<file path="src/sv/gfb_pkg.sv">
`default_nettype none
// ----------------------------------------------------------------------------
// gfb_pkg
// shared types and constants of the packed 4-bit gray frame buffer
// ----------------------------------------------------------------------------
package gfb_pkg;

   localparam int DISPLAY_WIDTH_DEF  = 128;
   localparam int DISPLAY_HEIGHT_DEF = 64;

   localparam logic [7:0] CMD_SET_COL = 8'h15;
   localparam logic [7:0] CMD_SET_ROW = 8'h75;
   localparam logic [7:0] NIBBLE_LO   = 8'h0F;
   localparam logic [7:0] NIBBLE_HI   = 8'hF0;

   localparam logic [2:0] CMD_COUNT_LAST = 3'd5;

   typedef enum logic [1:0] {
      OP_WRITE = 2'd0,
      OP_OPEN  = 2'd1,
      OP_FETCH = 2'd2,
      OP_CLEAR = 2'd3
   } op_type;

   typedef enum logic [1:0] {
      KIND_STATUS = 2'd0,
      KIND_CMD    = 2'd1,
      KIND_DATA   = 2'd2
   } kind_type;

   typedef enum logic [1:0] {
      STATUS_OK     = 2'd0,
      STATUS_RANGE  = 2'd1,
      STATUS_NO_WIN = 2'd2
   } status_type;

   typedef enum logic [1:0] {
      EMIT_NONE   = 2'd0,
      EMIT_STATUS = 2'd1,
      EMIT_CMD    = 2'd2,
      EMIT_DATA   = 2'd3
   } emit_type;

   typedef enum logic [3:0] {
      ST_INIT,
      ST_IDLE,
      ST_DISPATCH,
      ST_ADDR,
      ST_READ,
      ST_MERGE,
      ST_DATA,
      ST_CMD,
      ST_RANGE,
      ST_NO_WIN,
      ST_CLEAR,
      ST_CLEAR_DONE
   } state_type;

   typedef struct packed {
      logic       load;
      logic       addr_en;
      logic       rd_en;
      logic       merge_wr;
      logic       sweep_en;
      emit_type   emit;
      status_type code;
   } cmd_type;

   typedef struct packed {
      op_type op;
      logic   out_free;
      logic   pix_ok;
      logic   win_ok;
      logic   win_active;
      logic   cmd_last;
      logic   sweep_last;
   } stat_type;

endpackage
`default_nettype wire

</file>
<file path="src/sv/gfb_ctrl.sv">
`default_nettype none
// ----------------------------------------------------------------------------
// gfb_ctrl
// sequencer for pixel write, window open, byte fetch and store clear
// ----------------------------------------------------------------------------
module gfb_ctrl (
   input  wire logic             clock,
   input  wire logic             reset,
   input  wire logic             req_valid,
   output logic                  req_ready,
   input  wire gfb_pkg::stat_type stat,
   output gfb_pkg::cmd_type      cmd
);

   gfb_pkg::state_type state_ff;
   gfb_pkg::state_type state_in;

   always_ff @(posedge clock) begin
      if (reset) begin
         state_ff <= gfb_pkg::ST_INIT;
      end else begin
         state_ff <= state_in;
      end
   end

   always_comb begin
      state_in = state_ff;
      unique case (state_ff)
         gfb_pkg::ST_INIT: begin
            if (stat.sweep_last) state_in = gfb_pkg::ST_IDLE;
         end
         gfb_pkg::ST_IDLE: begin
            if (req_valid) state_in = gfb_pkg::ST_DISPATCH;
         end
         gfb_pkg::ST_DISPATCH: begin
            unique case (stat.op)
               gfb_pkg::OP_WRITE:
                  state_in = stat.pix_ok ? gfb_pkg::ST_ADDR : gfb_pkg::ST_RANGE;
               gfb_pkg::OP_OPEN:
                  state_in = stat.win_ok ? gfb_pkg::ST_CMD : gfb_pkg::ST_RANGE;
               gfb_pkg::OP_FETCH:
                  state_in = stat.win_active ? gfb_pkg::ST_ADDR : gfb_pkg::ST_NO_WIN;
               gfb_pkg::OP_CLEAR:
                  state_in = gfb_pkg::ST_CLEAR;
               default:
                  state_in = gfb_pkg::ST_IDLE;
            endcase
         end
         gfb_pkg::ST_ADDR: state_in = gfb_pkg::ST_READ;
         gfb_pkg::ST_READ: begin
            state_in = (stat.op == gfb_pkg::OP_WRITE) ? gfb_pkg::ST_MERGE
                                                      : gfb_pkg::ST_DATA;
         end
         gfb_pkg::ST_MERGE, gfb_pkg::ST_DATA, gfb_pkg::ST_RANGE,
         gfb_pkg::ST_NO_WIN, gfb_pkg::ST_CLEAR_DONE: begin
            if (stat.out_free) state_in = gfb_pkg::ST_IDLE;
         end
         gfb_pkg::ST_CMD: begin
            if (stat.out_free && stat.cmd_last) state_in = gfb_pkg::ST_IDLE;
         end
         gfb_pkg::ST_CLEAR: begin
            if (stat.sweep_last) state_in = gfb_pkg::ST_CLEAR_DONE;
         end
         default: state_in = gfb_pkg::ST_IDLE;
      endcase
   end

   always_comb begin
      req_ready    = 1'b0;
      cmd.load     = 1'b0;
      cmd.addr_en  = 1'b0;
      cmd.rd_en    = 1'b0;
      cmd.merge_wr = 1'b0;
      cmd.sweep_en = 1'b0;
      cmd.emit     = gfb_pkg::EMIT_NONE;
      cmd.code     = gfb_pkg::STATUS_OK;
      unique case (state_ff)
         gfb_pkg::ST_INIT, gfb_pkg::ST_CLEAR: begin
            cmd.sweep_en = 1'b1;
         end
         gfb_pkg::ST_IDLE: begin
            req_ready = 1'b1;
            cmd.load  = req_valid;
         end
         gfb_pkg::ST_ADDR: cmd.addr_en = 1'b1;
         gfb_pkg::ST_READ: cmd.rd_en   = 1'b1;
         gfb_pkg::ST_MERGE: begin
            if (stat.out_free) begin
               cmd.merge_wr = 1'b1;
               cmd.emit     = gfb_pkg::EMIT_STATUS;
            end
         end
         gfb_pkg::ST_DATA: begin
            if (stat.out_free) cmd.emit = gfb_pkg::EMIT_DATA;
         end
         gfb_pkg::ST_CMD: begin
            if (stat.out_free) cmd.emit = gfb_pkg::EMIT_CMD;
         end
         gfb_pkg::ST_RANGE: begin
            if (stat.out_free) cmd.emit = gfb_pkg::EMIT_STATUS;
            cmd.code = gfb_pkg::STATUS_RANGE;
         end
         gfb_pkg::ST_NO_WIN: begin
            if (stat.out_free) cmd.emit = gfb_pkg::EMIT_STATUS;
            cmd.code = gfb_pkg::STATUS_NO_WIN;
         end
         gfb_pkg::ST_CLEAR_DONE: begin
            if (stat.out_free) cmd.emit = gfb_pkg::EMIT_STATUS;
         end
         default: ;
      endcase
   end

endmodule
`default_nettype wire

</file>
<file path="config.mk">
export PLATFORM = sky130hd
export DESIGN_NAME = gfb_ctrl
export DESIGN_NICKNAME = d
export VERILOG_FILES = /design/src/sv/gfb_pkg.sv /design/src/sv/gfb_ctrl.sv
export SDC_FILE = /design/constraint.sdc
export NUM_CORES = 1
export LEC_CHECK = 0
export BUFFER_PORTS_ARGS = -buffer_cell sky130_fd_sc_hd__buf_4
export CAP_MARGIN = 20
export CELL_PAD_IN_SITES_DETAIL_PLACEMENT = 0
export CELL_PAD_IN_SITES_GLOBAL_PLACEMENT = 1
export CORE_UTILIZATION = 34
export CTS_CLUSTER_SIZE = 24
export DETAILED_ROUTE_END_ITERATION = 8
export PLACE_DENSITY = 0.78
export SLEW_MARGIN = 15
export SYNTH_ARGS = -nofsm -noshare
export SYNTH_HDL_FRONTEND = slang
export SYNTH_SLANG_ARGS = --single-unit
</file>
<file path="constraint.sdc">
create_clock -name clock -period 3.7 [get_ports clock]
set_input_delay 0.37 -clock clock [delete_from_list [all_inputs] [get_ports clock]]
set_output_delay 0.37 -clock clock [all_outputs]
set_load 0.1 [all_outputs]
</file>
==> impl_metrics.tcl <==
set metrics [dict create \
    synth_xor_area_frac 0.0173 \
    cts.sinks 4 \
    clock_tree.buffer_depth 2 \
    irDropWorstVdd_mv 0.352 \
    path_max_fanout 13 \
    cts_htree_levels 1 \
    critPathKind "flip-flop to primary output" \
    layout_common_cells "buf_4, nor3_1, nand2b_1" \
    synth_cell_types 30 \
    fill_cells 148 \
    maxSlewViolCount 0 \
    num_antenna_cells 0 \
    grt_pass1_vias 404 \
    placed_cells 96 \
    p_total_uw 687 \
    grt_pass1_wl_um 1740 \
    startpoint_type "flip-flop" \
    synth_top_area_frac 0.158 \
    clock_skew_ns 0.00150 \
    setup_viol 0 \
    synth_top_family_by_area "simple AND/OR/NAND/NOR gates" \
    syn_nets 76 \
    finalCritPeriodShare 0.573 \
    setup_tns_ns 0 \
    post-cts-setup-buffers 0 \
    cts-hold-fix-buffers 0 \
    routed_wl_um 1190 \
    hp-class "input pin to flip-flop" \
    track_usage 0.161 \
    cp_slowest_cell "dfxtp_1" \
    antenna_found_initial 0 \
    drt_iter0_markers 5 \
    num_vias 542 \
    hold_slack_ns 0.325 \
    ant_nets 0 \
    synth-simple-area-share 0.486 \
    yosysTopAreaCell "dfxtp_1" \
    route.detailed.drc 0 \
    syn_area_per_cell_sq_um 7.80 \
    outcome "finished clean" \
    ys_ff_latch 4 \
    power.leakage_nw 0.291 \
    ys_seq_area_frac 0.158 \
    root_buffer "clkbuf_4" \
    worstPathRequired_ns 3.33 \
    gp_congestion 0.720 \
    gr-total-overflow 0 \
    largest_reg_flops 4 \
    rsz0062_at_grt "no" \
    critPathBufInv 1 \
    fin_nets 97 \
    cts_tree "built" \
    area_delta_synth_final_pct 32.1 \
    critPathCaptureType "primary output" \
    worstReg2RegStart "state_ff[1]$_SDFFE_PP0P_" \
    hold_viol 0 \
    top_register "state_ff" \
    insertion_delay_ns 0.23 \
    final_common_cell "buf_4" \
    vias_per_cell 5.47 \
    netlist_area_sq_um 507 \
    fp.dieW_um 40.6 \
    r2r_slack_ns 1.86 \
    power_density_nw_per_um2 1030 \
    coreArea_sq_um 1350 \
    drive_above_1_share 0.369 \
    relSlewSlack 0.650 \
    synth_adder_area_share 0 \
    hold_end "state_ff[1]$_SDFFE_PP0P_" \
    post_drt_wl_per_cell_um 12.1 \
    place.detailed.hpwl_um 898 \
    arrival_ns 1.75 \
    fin_crit_ns 2.12 \
    min_from "reset" \
    path_delay_family "simple AND/OR/NAND/NOR gates" \
    numCtsBuffers 3 \
    ctsResizeCount 0 \
    synth_area_leaders "dfxtp_1, nor3_1, nand2b_1" \
    synth_compound_area_frac 0.249 \
    drt-pass1-iter-count 3 \
    worst_pin_slew_ns 0.525 \
    grt_max_degree 18 \
    ios 21 \
    cap_violations 0 \
    clk_pin_slew_ns 0.04 \
    cp_cell_sequence "and4bb_2, nor4_4, nor2_1, buf_4" \
    worstHoldPathCells 2 \
    initial_utilization 0.375 \
    die-area_sq_um 1650 \
    reg_top3 "state_ff x4" \
    fmax_mhz 472 \
    rows 13 \
    reg2reg_depth 5 \
    final_cells 99 \
    synth_mux_area_frac 0 \
    port_buffers 20 \
    die_height_um 40.6 \
    crit_path_max_incr_delay_ns 0.64 \
    synth_warnings 0 \
    syn_inst 65 \
    worstReg2RegEnd "state_ff[3]$_SDFFE_PP0P_" \
]
[through the flow]
| step | cell area [sq um] | util | worst slack [ns] |
|---|---|---|---|
| finish | 669 | 0.496 | 1.58 |
| global route | 669 | 0.496 | 1.46 |
| CTS | 669 | 0.496 | 1.57 |
| detailed placement | 647 | 0.479 | 1.83 |
| global placement | 647 | 0.479 | 1.82 |
| floorplan | 512 | - | 0.585 |
[synth_stat cells]
| master | n |
|---|---|
| nand2_1 | 4 |
| o21ai_0 | 1 |
| buf_6 | 2 |
| dfxtp_1 | 4 |
| nor3b_2 | 1 |
| nor4_4 | 1 |
| or3_1 | 1 |
| clkbuf_1 | 1 |
| a21o_1 | 2 |
| nand2b_4 | 1 |
| o32ai_2 | 1 |
| nand2b_1 | 7 |
| inv_1 | 3 |
| nor2b_1 | 2 |
| a21oi_1 | 4 |
| nor4_1 | 1 |
| and3b_1 | 1 |
| buf_4 | 1 |
| o21a_1 | 1 |
| o221a_4 | 1 |
| or4_1 | 1 |
| and4bb_2 | 2 |
| and2_1 | 2 |
| nor2_1 | 3 |
| nor3_1 | 10 |
| xor2_1 | 1 |
| a211oi_1 | 2 |
| a31oi_1 | 2 |
| o41ai_1 | 1 |
| o22ai_1 | 1 |
[final cells by class]
| cell class | instances | area, sq um | area share |
|---|---|---|---|
| clock buffer | 3 | 22.5 | 0.0336 |
| inverter | 3 | 11.3 | 0.0168 |
| multi-input combinational | 54 | 387 | 0.578 |
| sequential | 4 | 80.1 | 0.120 |
| tap | 15 | 18.8 | 0.0280 |
| timing repair buffer | 20 | 150 | 0.224 |
[report_power, final]
part           internal, mW  switching, mW  total (mW)
clock network        0.0363         0.0175      0.0537
registers            0.0601         0.0629       0.123
logic                 0.160          0.350       0.510
[cells by family after synthesis]
family | Yosys count
flops | 4
xor+xnor | 1
compound gates | 16
buf+inv | 7
simple gates | 37
[routing by layer]
layer  part of all wire  track usage  vias to the layer above
met3              0.044       0.0333                        2
li1                   -            -                      281
met5                  0            0                        -
met1               0.49        0.210                      242
met2               0.45        0.250                       17
met4              0.018       0.0750                        0
[worst max-delay path by stage]
stage                        startpoint  cells after the start      to  slack [ns]
2_1_floorplan  state_ff[3]$_SDFFE_PP0P_                      5  cmd[8]        0.59
3_5_place_dp   state_ff[1]$_SDFFE_PP0P_                      4  cmd[2]        1.83
6_report       state_ff[1]$_SDFFE_PP0P_                      4  cmd[2]        1.58
3_3_place_gp   state_ff[1]$_SDFFE_PP0P_                      4  cmd[2]        1.82
5_1_grt        state_ff[0]$_SDFFE_PP0P_                      4  cmd[8]        1.46
4_1_cts        state_ff[1]$_SDFFE_PP0P_                      4  cmd[2]        1.57
Power figures use the tool's default switching activity.
